### src/rtl/hsu_pkg.sv
`default_nettype none

package hsu_pkg;

    // Width of one stored value and of the request value field.
    localparam int unsigned VALUE_W = 32;

    // Defaults for the top-level parameters.
    localparam int unsigned BUCKETS_DEF = 1024;
    localparam int unsigned WAYS_DEF    = 4;

    localparam int unsigned STATUS_W = 3;

    // Request opcodes.
    localparam logic OP_INSERT = 1'b0;
    localparam logic OP_SEARCH = 1'b1;

    // Response codes.
    typedef enum logic [STATUS_W-1:0] {
        ST_INSERTED  = 3'd0,
        ST_DUPLICATE = 3'd1,
        ST_PRESENT   = 3'd2,
        ST_ABSENT    = 3'd3,
        ST_FULL      = 3'd4
    } status_t;

    // Controller states, one-hot.
    typedef enum logic [3:0] {
        S_CLEAR = 4'b0001,
        S_IDLE  = 4'b0010,
        S_HASH  = 4'b0100,
        S_CMP   = 4'b1000
    } state_t;

    // Commands from the controller to the datapath.
    typedef struct packed {
        logic load;
        logic clear;
        logic commit;
    } cmd_t;

    // Status from the datapath to the controller.
    typedef struct packed {
        logic hash_done;
        logic clr_last;
        logic out_free;
    } sts_t;

endpackage

`default_nettype wire

### src/rtl/hsu_ctrl.sv
`default_nettype none

// Sequencer: clearing pass, request accept, hashing wait, compare and commit.
module hsu_ctrl (
    input  logic          clk,
    input  logic          rst_n,
    input  logic          req_valid,
    output logic          req_ready,
    input  hsu_pkg::sts_t sts,
    output hsu_pkg::cmd_t cmd
);

    hsu_pkg::state_t state_reg;
    hsu_pkg::state_t state_next;

    always_comb
    begin
        state_next = state_reg;
        cmd        = '0;
        req_ready  = 1'b0;
        unique case (state_reg)
            hsu_pkg::S_CLEAR:
            begin
                cmd.clear = 1'b1;
                if (sts.clr_last)
                begin
                    state_next = hsu_pkg::S_IDLE;
                end
            end
            hsu_pkg::S_IDLE:
            begin
                req_ready = 1'b1;
                if (req_valid)
                begin
                    cmd.load   = 1'b1;
                    state_next = hsu_pkg::S_HASH;
                end
            end
            hsu_pkg::S_HASH:
            begin
                if (sts.hash_done)
                begin
                    state_next = hsu_pkg::S_CMP;
                end
            end
            hsu_pkg::S_CMP:
            begin
                if (sts.out_free)
                begin
                    cmd.commit = 1'b1;
                    state_next = hsu_pkg::S_IDLE;
                end
            end
            default:
            begin
                state_next = hsu_pkg::S_CLEAR;
            end
        endcase
    end

    always_ff @(posedge clk or negedge rst_n)
    begin
        if (!rst_n)
        begin
            state_reg <= hsu_pkg::S_CLEAR;
        end
        else
        begin
            state_reg <= state_next;
        end
    end

endmodule

`default_nettype wire

### config.mk
export PLATFORM = sky130hd
export DESIGN_NAME = hsu_ctrl
export DESIGN_NICKNAME = d
export VERILOG_FILES = /design/src/rtl/hsu_pkg.sv /design/src/rtl/hsu_ctrl.sv
export SDC_FILE = /design/constraint.sdc
export NUM_CORES = 1
export LEC_CHECK = 0
export ABC_AREA = 1
export BUFFER_PORTS_ARGS = -buffer_cell sky130_fd_sc_hd__buf_4
export CAP_MARGIN = 40
export CORE_AREA = 2 2 39 41
export CTS_BUF_LIST = sky130_fd_sc_hd__clkbuf_4 sky130_fd_sc_hd__clkbuf_8 sky130_fd_sc_hd__clkbuf_16
export CTS_CLUSTER_DIAMETER = 50
export DETAILED_ROUTE_END_ITERATION = 10
export DIE_AREA = 0 0 41 43
export GPL_ROUTABILITY_DRIVEN = 0
export PLACE_DENSITY = 0.47
export SETUP_SLACK_MARGIN = 0.1
export SYNTH_ARGS = -nofsm -noshare
export SYNTH_HDL_FRONTEND = slang
export SYNTH_SLANG_ARGS = --single-unit
### constraint.sdc
create_clock -name clk -period 2 [get_ports clk]
set_input_delay 0.2 -clock clk [delete_from_list [all_inputs] [get_ports clk]]
set_output_delay 0.2 -clock clk [all_outputs]
set_load 0.01 [all_outputs]
* Word level (Yosys, flattened, before mapping) *
Cells that the tools add are included.
Widths: inputs -> output; s select.

storage, ports and cells
  register bits = 4

cells by class
  eq/ne operators = 8
  muxes and demuxes = 11
  reductions and logical operators = 1

operators by type and width
  operator            count
  $mux 4              4
  $pmux 4 s4          1
  $ne 2x2->1 const B  4
  $mux 1              6
  $eq 4x1->1 const B  1
  $eq 4x2->1 const B  1
  $eq 4x3->1 const B  1
  $eq 4x4->1 const B  1
  $reduce_and 4->1    1

* Depth between registers and ports, before layout *
Gate-level depths: netlist of run 1.

  depth in word-level cells = 3
  mapped depth = 7

* Worst setup path before layout of run 1 *
Ideal clock, no wire load.

  kind = register to register
  start point = register state_reg[0]
  end point = register state_reg[1]
  path buffers = 0
  data arrival time = 938 ps
  setup slack = 944 ps
  cell stages (with the launch flop) = 8
  library setup time = 118 ps
  path through = dfstp_2 -> inv_1 -> nor2_1 -> nand3_1 -> nand2_1 -> nor2_1 -> nand2_1 -> nand2_1

on the way
  word-level cells in the longest chain between the ends = 3
  elaborated cells between the ends (all ways) = 10
  classes of those cells = eq/ne: 8; mux: 1; reduce/logical: 1

ends and longest elaborated chain
  item                                      RTL line        text
  from (decl)                               hsu_ctrl.sv:13  hsu_pkg::state_t state_reg;
  from (signal assigned)                    hsu_ctrl.sv:65  state_reg <= hsu_pkg::S_CLEAR;
  from (signal assigned)                    hsu_ctrl.sv:69  state_reg <= state_next;
  $eq 4x3->1, or another cell as far along  hsu_ctrl.sv:21  unique case (state_reg)
  $ne 2x2->1 (no source line)               --
  $reduce_and 4->1 (no source line)         --

Several ways; a longest one is shown, not always the timed one.
A chain may end at the register's enable or synchronous reset.

==> results of run 1 <==
[per-layer routing]
metal / global-route usage (%) / part of all wire (%) / vias up
met2: 10.9 / 45 / 5
met4: 2.00 / 0 / 0
met3: 6.28 / 5.7 / 0
met5: 0 / 0 / -
met1: 10.5 / 49 / 123
li1: - / - / 151
[layout make-up]
| class | count | area [um^2] |
|---|---|---|
| fillers | 157 | 1000 |
| multi-input cells | 27 | 114 |
| flip-flops and latches | 4 | 101 |
| repair buffers | 10 | 77.6 |
| inverters | 11 | 41.3 |
| clock buffers | 4 | 30.0 |
| well taps | 16 | 20.0 |
[per-stage QoR]
step	utilization, %	total power, mW	instance area, um^2	hold WS [ns]	std cells
finish	27.8	0.460	384	0.267	72
global route	27.8	0.514	384	0.303	72
CTS	27.8	0.469	384	0.259	72
detailed placement	24.9	0.339	344	0.000109	67
global placement	24.9	0.339	344	-0.00199	67
floorplan	-	0.266	256	-0.0956	42
[cell usage after synthesis]
cell and instances:
sky130_fd_sc_hd__nand2_1 12, sky130_fd_sc_hd__inv_1 11, sky130_fd_sc_hd__nor2_1 7, sky130_fd_sc_hd__nand3_1 4
sky130_fd_sc_hd__dfrtp_1 3, sky130_fd_sc_hd__nor2_2 2, sky130_fd_sc_hd__o21ai_0 2, sky130_fd_sc_hd__dfstp_2 1
[power by group through the flow]
stage | combinational (mW) | sequential [mW] | clock, mW
floorplan | 0.130 | 0.135 | 0
global placement | 0.200 | 0.139 | 0
detailed placement | 0.198 | 0.141 | 0
CTS | 0.200 | 0.141 | 0.128
global route | 0.232 | 0.146 | 0.136
finish | 0.198 | 0.139 | 0.122
[final timing paths]
path | from | endpoint | slack, ns | cells after the start
hold reg to reg | state_reg[1] | state_reg[0] | 0.62 | 3
hold / removal | sts[1] | state_reg[0] | 0.27 | 4
min in group asynchronous | rst_n | state_reg[3] | 0.29 | 2
setup reg to reg | state_reg[0] | state_reg[3] | 0.87 | 7
setup / recovery | state_reg[2] | cmd[2] | 0.61 | 4
max in group asynchronous | rst_n | state_reg[0] | 1.51 | 2
[critical path, stage by stage (launching register included)]
cell and delay (ns):
sky130_fd_sc_hd__dfrtp_1 0.41, sky130_fd_sc_hd__nor2_2 0.19, sky130_fd_sc_hd__nand2_1 0.13, sky130_fd_sc_hd__nor2_1 0.10, sky130_fd_sc_hd__buf_4 0.12
[timing repair]
| action | CTS | global route |
|---|---|---|
| hold buffers | 1 | 0 |
| gates resized for setup | 0 | 0 |
| endpoints found under the hold margin | 4 | 0 |
[logic make-up after synthesis]
kind of cell,Yosys count
buffers and inverters,11
AND/OR/NAND/NOR,25
AO/OA/AOI/OAI,2
flip-flops,4
==> impl_metrics.sql, run 1 <==
INSERT INTO impl_metrics (metric_group, metric, value, unit) VALUES
('timing', 'finalClockSkew', '0.00403', 'ns'),
('yosys', 'yosys_warnings', '0', ''),
('yosys', 'yosys_register_bits', '4', ''),
('clocking', 'cts.reportedPaths.clkPinSlew', '0.04', 'ns'),
('drt', 'wire_per_inst', '7.82', 'um'),
('layout', 'most-common-layout-cells', 'sky130_fd_sc_hd__nand2_1, sky130_fd_sc_hd__inv_1, sky130_fd_sc_hd__buf_4', ''),
('yosys', 'netlist-cell-type-count', '8', ''),
('timing', 'worst-slew-pin-transition', '0.169', 'ns'),
('drt', 'drt-vias-per-instance', '3.88', ''),
('yosys', 'synth.largest_area_cell', 'sky130_fd_sc_hd__dfrtp_1', ''),
('yosys', 'synth_largest_type_area_fraction', '29.3', '%'),
('global_routing', 'grt_use_total', '8.27', '%'),
('clocking', 'cts.sink_count', '4', ''),
('yosys', 'synth_top_cells_by_area', 'sky130_fd_sc_hd__dfrtp_1, sky130_fd_sc_hd__nand2_1, sky130_fd_sc_hd__inv_1', ''),
('power', 'p_seq_share', '30.3', '%'),
('power', 'relative_contribution_of_the_clock_network_to_total_power', '26.6', '%'),
('power', 'net_sw_power', '0.173', 'mW'),
('drt', 'finalWirelength', '563', 'um'),
('timing', 'timing.final.crit_share', '69.4', '%'),
('setup_path', 'cp_data_required_time', '1.80', 'ns'),
('global_routing', 'grt_start_max_net_pins', '5', ''),
('timing', 'relSlewSlack', '88.6', '%'),
('setup_path', 'worst_path_maximum_fanout', '4', ''),
('drt', 'num_vias', '279', ''),
('flow_run', 'cap_viol_max_count', '0', ''),
('floorplanning', 'die_area', '1760', 'um^2'),
('power', 'power_density', '1200', 'nW/um^2'),
('clocking', 'cts_post_setup_buffers_inserted', '0', ''),
('drt', 'drtIter0Drc', '7', ''),
('global_routing', 'grt.overflow.total', '0', ''),
('power', 'power_frac_comb', '43.0', '%'),
('layout', 'finalNetCount', '63', ''),
('timing', 'slew_violations', '0', ''),
('global_routing', 'antenna_violations_before_repair', '0', ''),
('drt', 'drcViolationCount', '0', ''),
('setup_path', 'end_kind', 'primary output', ''),
('global_routing', 'grt_pass1_vias', '248', ''),
('yosys', 'post_synth_inst_count', '42', ''),
('layout', 'most_common_library_cell_in_the_layout_ignoring_fill_and_taps', 'sky130_fd_sc_hd__nand2_1', ''),
('placement', 'place.port_buffers', '9', ''),
('yosys', 'syn_avg_cell_area', '6.11', 'um^2'),
('placement', 'preCtsSetupSlack', '0.861', 'ns'),
('yosys', 'synth-xor-area-share', '0', '%'),
('timing', 'achievable-frequency', '721', 'MHz'),
('layout', 'n_antenna_cell', '0', ''),
('floorplanning', 'start_util', '18.5', '%'),
('yosys', 'synth_compound_area_share', '3.90', '%'),
('power', 'cellInternalPower', '0.287', 'mW'),
('run_status', 'outcome', 'completed', ''),
('layout', 'largest_register_ff_count', '4', ''),
('power', 'power.ir.vdd_worst', '0.000570', 'V'),
('timing', 'final_hold_viol_count', '0', ''),
('power', 'power.leakage', '0.250', 'nW'),
('clocking', 'htree_levels', '1', ''),
('setup_path', 'critPathKind', 'reg -> out', ''),
('layout', 'area_delta_synth_final', '49.8', '%'),
('timing', 'timing.final.ws_setup', '0.613', 'ns'),
('placement', 'hpwlAfterDp', '457', 'um'),
('clocking', 'cts_made_buffers', '3', ''),
('timing', 'fin_crit', '1.39', 'ns'),
('yosys', 'muxShareOfSynthArea', '0', '%'),
('floorplanning', 'dieHeight', '43', 'um'),
('drt', 'antenna_violating_nets_post_route', '0', ''),
('yosys', 'post_synth_and_or_nand_nor_area_fraction', '40.5', '%'),
('timing', 'finalSetupViolations', '0', ''),
('yosys', 'synthesis.area', '256', 'um^2'),
('yosys', 'synth_seq_area_share', '39.5', '%'),
('hold_path', 'worstHoldPathType', 'in -> reg', ''),
('floorplanning', 'top_level_ports', '10', ''),
('floorplanning', 'core', '1380', 'um^2'),
('global_routing', 'grt_pass1_wl', '972', 'um');
Power figures use the tool's default switching activity.
==> run 2: changes to the inputs <==
Settings changed: PLACE_DENSITY 0.47 to 0.48.
Clock period 2 ns to 1.1 ns, I/O delays scaled along.
==> run 2 against run 1 <==
Compared with the run above: the flow now finishes with violations (setup timing); sequential power is 98% higher; via count up 9.7%; clock skew is 0.0011 ns lower; wire length up 32%; core utilization is 7.2 points higher; design area rose by 26%; sequential share of layout area is 5.2 points lower; combinational power rose to 3.4 times the previous value; critical endpoint is now cmd[0]; largest power group unchanged.
==> impl_metrics.sql, run 2 (synthesis results as in run 1) <==
INSERT INTO impl_metrics (metric_group, metric, value, unit) VALUES
('timing', 'slew_violations', '0', ''),
('run_status', 'failed_checks', 'setup timing', ''),
('drt', 'drcViolationCount', '0', ''),
('power', 'power_density', '2460', 'nW/um^2'),
('drt', 'finalWirelength', '741', 'um'),
('placement', 'number_of_cells_after_detailed_placement', '67', ''),
('drt', 'num_vias', '306', ''),
('setup_path', 'cp_data_required_time', '0.99', 'ns'),
('placement', 'place.port_buffers', '9', ''),
('global_routing', 'grt_start_max_net_pins', '5', ''),
('floorplanning', 'core', '1380', 'um^2'),
('floorplanning', 'start_util', '18.5', '%'),
('drt', 'wire_per_inst', '9.50', 'um'),
('floorplanning', 'die_area', '1760', 'um^2'),
('setup_path', 'critPathKind', 'reg -> out', ''),
('layout', 'most-common-layout-cells', 'sky130_fd_sc_hd__buf_4, sky130_fd_sc_hd__inv_1, sky130_fd_sc_hd__nand2_1', ''),
('timing', 'rsz0062_at_grt', 'true', ''),
('timing', 'finalSetupViolations', '7', ''),
('global_routing', 'grt_pass1_wl', '1260', 'um'),
('placement', 'preCtsSetupSlack', '-0.0319', 'ns'),
('clocking', 'later_pin_clock_latency_in_the_skew_report', '0.24', 'ns'),
('setup_path', 'crit_path_max_incr_delay', '0.56', 'ns'),
('clocking', 'ctsLongestPathBuffers', '2', ''),
('layout', 'area_delta_synth_final', '88.8', '%'),
('floorplanning', 'floorplan.rows', '14', ''),
('placement', 'hpwlAfterDp', '479', 'um'),
('global_routing', 'grt_use_total', '11.7', '%'),
('layout', 'largest_register_ff_count', '4', ''),
('timing', 'timing.final.ws_setup', '-0.173', 'ns'),
('flow_run', 'cap_viol_max_count', '0', ''),
('global_routing', 'grt_pass1_vias', '307', ''),
('global_routing', 'antenna_violations_before_repair', '0', ''),
('global_routing', 'grt.overflow.total', '0', ''),
('timing', 'final_hold_viol_count', '0', ''),
('setup_path', 'start_kind', 'register', ''),
('floorplanning', 'die-width', '41', 'um'),
('clocking', 'htree_levels', '1', ''),
('timing', 'fin_crit', '1.27', 'ns'),
('drt', 'detailroute.wirelength.met3', '17', 'um'),
('clocking', 'cts_made_buffers', '3', ''),
('drt', 'antenna_violating_nets_post_route', '0', ''),
('drt', 'drt-vias-per-instance', '3.92', ''),
('clocking', 'cts.sink_count', '4', ''),
('setup_path', 'worstPathCellList', 'buf_6 -> nor2_4 -> nand2_2 -> nor2_1 -> buf_4', ''),
('power', 'power.leakage', '0.285', 'nW'),
('timing', 'achievable-frequency', '785', 'MHz'),
('timing', 'finalClockSkew', '0.00293', 'ns'),
('drt', 'top_layer', 'met4', ''),
('layout', 'fin_cells', '78', ''),
('setup_path', 'worst_path_maximum_fanout', '4', ''),
('power', 'power.ir.vdd_worst', '0.000757', 'V'),
('layout', 'final_layout_size_suffix_gt1_share', '56.5', '%'),
('setup_path', 'end_kind', 'primary output', ''),
('run_status', 'outcome', 'finished, violations left', ''),
('clocking', 'ctsRootBufferMaster', 'sky130_fd_sc_hd__clkbuf_4', ''),
('layout', 'finalNetCount', '69', ''),
('timing', 'relSlewSlack', '88.5', '%'),
('clocking', 'tritoncts', 'yes', ''),
('layout', 'filler_cell_count', '152', ''),
('timing', 'worst-slew-pin-transition', '0.173', 'ns'),
('drt', 'detail_route.first_pass.iterations', '4', ''),
('timing', 'finalSetupTns', '-0.881', 'ns'),
('setup_path', 'data_arrival_critical_path', '1.16', 'ns'),
('drt', 'drtIter0Drc', '5', ''),
('layout', 'most_common_library_cell_in_the_layout_ignoring_fill_and_taps', 'sky130_fd_sc_hd__buf_4', ''),
('timing', 'timing.final.crit_share', '116', '%'),
('hold_path', 'worstHoldPathType', 'in -> reg', ''),
('setup_path', 'worst_path_max_delay_cell', 'sky130_fd_sc_hd__dfstp_2', ''),
('layout', 'n_antenna_cell', '0', ''),
('power', 'power', '1.19', 'mW'),
('drt', 'detailroute.wirelength.met2', '403', 'um'),
('floorplanning', 'dieHeight', '43', 'um'),
('clocking', 'cts.reportedPaths.clkPinSlew', '0.04', 'ns'),
('floorplanning', 'top_level_ports', '10', ''),
('drt', 'drt-met1-wl', '309', 'um');
[run 2: report_power, final]
part	total, mW	switching, mW	leakage [nW]	internal, mW
sequential	0.275	0.0606	0.0494	0.214
clock	0.238	0.0759	0.0184	0.162
combinational	0.681	0.332	0.217	0.349
[run 2: stage by stage]
step,cell area (um^2),utilization (%),hold slack (ns)
after floorplan,256,-,-0.186
after global placement,344,24.9,-0.0925
after detailed placement,344,24.9,-0.0894
after CTS,414,29.9,0.139
after global routing,484,35.0,0.196
final,484,35.0,0.180
[run 2: path summary, 6_finish.rpt]
path / cells after the start / end / startpoint / slack [ns]
worst max-delay path: 5 / cmd[0] / state_reg[0] / -0.17
worst min-delay path: 4 / state_reg[0] / sts[1] / 0.18
worst max register to register: 7 / state_reg[3] / state_reg[0] / -0.12
worst min register to register: 4 / state_reg[0] / state_reg[0] / 0.67
max in group asynchronous: 2 / state_reg[0] / rst_n / 0.70
min in group asynchronous: 2 / state_reg[3] / rst_n / 0.20
[run 2: area by class of cell]
class                           instances  area (um^2)  share of cell area [%]
Clock buffer                            4         30.0                    6.20
Timing Repair Buffer                   16          130                    26.9
Sequential cell                         4          103                    21.2
Multi-Input combinational cell         27          160                    33.1
Inverter                               11         41.3                    8.53
Tap cell                               16         20.0                    4.13
[run 2: critical path: cells and delay by family, from the launching register on]
family	cells	cell delay, ns
buf+inv	2	0.24
flops	1	0.56
simple gates	3	0.14
[run 2: what timing repair did]
item,CTS,global route
endpoints found under the hold margin,4,0
setup buffers,2,4
pin swaps,1,3
setup endpoints to repair,8,8
gates resized for setup,6,15
hold buffers,1,0
[run 2: metal layers]
layer | vias to the layer above | GRT usage, %
met5 | - | 0
met1 | 133 | 11.7
met3 | 2 | 5.24
met4 | 0 | 13.3
met2 | 6 | 15.6
li1 | 165 | -
==> run 3: changes to the inputs <==
--- a/config.mk
+++ b/config.mk
@@ -12,4 +12,5 @@
 export CTS_BUF_LIST = sky130_fd_sc_hd__clkbuf_4 sky130_fd_sc_hd__clkbuf_8 sky130_fd_sc_hd__clkbuf_16
 export CTS_CLUSTER_DIAMETER = 50
+export CTS_CLUSTER_SIZE = 25
 export DETAILED_ROUTE_END_ITERATION = 10
 export DIE_AREA = 0 0 41 43
==> constraint.sdc (replaced) <==
create_clock -name clk -period 1.1 [get_ports clk]
set_input_delay 0.165 -clock clk [delete_from_list [all_inputs] [get_ports clk]]
set_output_delay 0.165 -clock clk [all_outputs]
set_load 0.01 [all_outputs]
==> run 3 against run 2 <==
Compared with the run above: the flow still finishes with violations (setup timing); global-route usage did not move; clock skew is essentially flat; final cell count is 1.3% higher; critical endpoint unchanged; largest power group unchanged.
==> impl_metrics.sql, run 3 (synthesis results as in run 1) <==
INSERT INTO impl_metrics (metric_group, metric, value, unit) VALUES
('run_status', 'outcome', 'finished, violations left', ''),
('run_status', 'failed_checks', 'setup timing', ''),
('floorplanning', 'floorplan.rows', '14', ''),
('clocking', 'ctsRootBufferMaster', 'sky130_fd_sc_hd__clkbuf_4', ''),
('layout', 'multi_input_area', '171', 'um^2'),
('global_routing', 'grt_pass1_vias', '307', ''),
('power', 'power.leakage', '0.295', 'nW'),
('timing', 'final_hold_viol_count', '0', ''),
('timing', 'finalSetupTns', '-1.19', 'ns'),
('floorplanning', 'core', '1380', 'um^2'),
('global_routing', 'antenna_violations_before_repair', '0', ''),
('timing', 'finalSetupViolations', '7', ''),
('floorplanning', 'top_level_ports', '10', ''),
('clocking', 'tritoncts', 'yes', ''),
('setup_path', 'cp_data_required_time', '0.94', 'ns'),
('setup_path', 'worstPathCellList', 'buf_6 -> nor2_4 -> nand2_2 -> nor2_1 -> buf_4', ''),
('clocking', 'cts_made_buffers', '3', ''),
('placement', 'number_of_cells_after_detailed_placement', '67', ''),
('clocking', 'ctsLongestPathBuffers', '2', ''),
('flow_run', 'cap_viol_max_count', '0', ''),
('clocking', 'cts.reportedPaths.clkPinSlew', '0.04', 'ns'),
('layout', 'fin_area', '510', 'um^2'),
('placement', 'place.port_buffers', '9', ''),
('power', 'power_density', '2450', 'nW/um^2'),
('drt', 'detail_route.first_pass.iterations', '4', ''),
('layout', 'largest_register_ff_count', '4', ''),
('drt', 'drtIter0Drc', '4', ''),
('layout', 'final_layout_size_suffix_gt1_share', '60.3', '%'),
('clocking', 'later_pin_clock_latency_in_the_skew_report', '0.24', 'ns'),
('layout', 'most-common-layout-cells', 'sky130_fd_sc_hd__buf_4, sky130_fd_sc_hd__inv_1, sky130_fd_sc_hd__nand2_1', ''),
('global_routing', 'grt_pass1_wl', '1260', 'um'),
('layout', 'finalNetCount', '70', ''),
('floorplanning', 'dieHeight', '43', 'um'),
('timing', 'timing.final.ws_setup', '-0.230', 'ns'),
('timing', 'relSlewSlack', '88.5', '%'),
('timing', 'whs', '0.225', 'ns'),
('setup_path', 'critPathKind', 'reg -> out', ''),
('layout', 'fin_util', '36.9', '%'),
('floorplanning', 'die_area', '1760', 'um^2'),
('drt', 'antenna_violating_nets_post_route', '0', ''),
('timing', 'timing.final.crit_share', '121', '%'),
('timing', 'achievable-frequency', '752', 'MHz'),
('power', 'power.ir.vdd_worst', '0.000838', 'V'),
('floorplanning', 'start_util', '18.5', '%'),
('global_routing', 'grt_use_total', '11.7', '%'),
('setup_path', 'data_arrival_critical_path', '1.16', 'ns'),
('timing', 'worst-slew-pin-transition', '0.173', 'ns'),
('layout', 'n_antenna_cell', '0', ''),
('global_routing', 'grt.overflow.total', '0', ''),
('layout', 'filler_cell_count', '147', ''),
('timing', 'slew_violations', '0', ''),
('global_routing', 'grt_start_max_net_pins', '5', ''),
('hold_path', 'worstHoldPathType', 'in -> reg', ''),
('power', 'power', '1.25', 'mW'),
('setup_path', 'start_kind', 'register', ''),
('layout', 'fin_cells', '79', ''),
('drt', 'drt-vias-per-instance', '3.97', ''),
('drt', 'num_vias', '314', ''),
('timing', 'finalClockSkew', '0.00274', 'ns'),
('timing', 'fin_crit', '1.33', 'ns'),
('floorplanning', 'die-width', '41', 'um'),
('placement', 'placed_cell_area', '344', 'um^2'),
('placement', 'hpwlAfterDp', '479', 'um'),
('setup_path', 'worst_path_maximum_fanout', '4', ''),
('layout', 'final-seq-area', '103', 'um^2'),
('clocking', 'cts.sink_count', '4', ''),
('placement', 'preCtsSetupSlack', '-0.0319', 'ns'),
('layout', 'most_common_library_cell_in_the_layout_ignoring_fill_and_taps', 'sky130_fd_sc_hd__buf_4', ''),
('clocking', 'htree_levels', '1', ''),
('drt', 'wire_per_inst', '9.73', 'um'),
('setup_path', 'crit_path_max_incr_delay', '0.56', 'ns'),
('layout', 'area_delta_synth_final', '99.0', '%'),
('setup_path', 'worst_path_max_delay_cell', 'sky130_fd_sc_hd__dfstp_2', ''),
('setup_path', 'end_kind', 'primary output', ''),
('drt', 'drcViolationCount', '0', ''),
('drt', 'finalWirelength', '769', 'um'),
('timing', 'rsz0062_at_grt', 'true', '');
## run 3: cell types whose count changed in the layout (fill, tap and decap cells not counted)
cell | before | now
sky130_fd_sc_hd__o21ai_1 | 1 | 0
sky130_fd_sc_hd__nand2_4 | 0 | 1
sky130_fd_sc_hd__nand2_1 | 7 | 6
sky130_fd_sc_hd__buf_4 | 13 | 12
sky130_fd_sc_hd__o21ai_2 | 1 | 2
sky130_fd_sc_hd__buf_6 | 2 | 4
## run 3: path summary, 6_finish.rpt
check	startpoint	endpoint	slack, ns	depth (start not counted)
setup / recovery	state_reg[0]	cmd[0]	-0.23	5
hold / removal	req_valid	state_reg[2]	0.23	3
setup reg to reg	state_reg[0]	state_reg[1]	-0.12	7
hold reg to reg	state_reg[0]	state_reg[0]	0.66	4
max in group asynchronous	rst_n	state_reg[0]	0.65	2
min in group asynchronous	rst_n	state_reg[3]	0.26	2
## run 3: report_power, final
group	switching (mW)	total [mW]	internal [mW]
clock	0.0758	0.238	0.162
sequential	0.0606	0.275	0.214
combinational	0.352	0.741	0.389
## run 3: critical path: cells and delay by family, from the launching register on
kind | cells | cell delay, ns
buf+inv | 2 | 0.24
flops | 1 | 0.56
simple gates | 3 | 0.14
## run 3: final cells by class
cell class / instances / share of cell area, %
clock buffers: 4 / 5.88
inverters: 11 / 8.09
multi-input cells: 27 / 33.6
flip-flops and latches: 4 / 20.1
well taps: 16 / 3.92
repair buffers: 17 / 28.4
## run 3: metal layers
layer  share of wire, %  track usage, %
met5                  0               0
met2                 55            15.6
met1                 42            11.7
met4                  0            13.3
met3                2.2            5.24
## run 3: repair_timing
action                                  CTS  global route
endpoints found under the setup margin    8             8
resized for setup                         6            20
hold buffers                              1             0
pin swaps                                 1             4
buffers inserted                          2             5
endpoints found under the hold margin     4             0
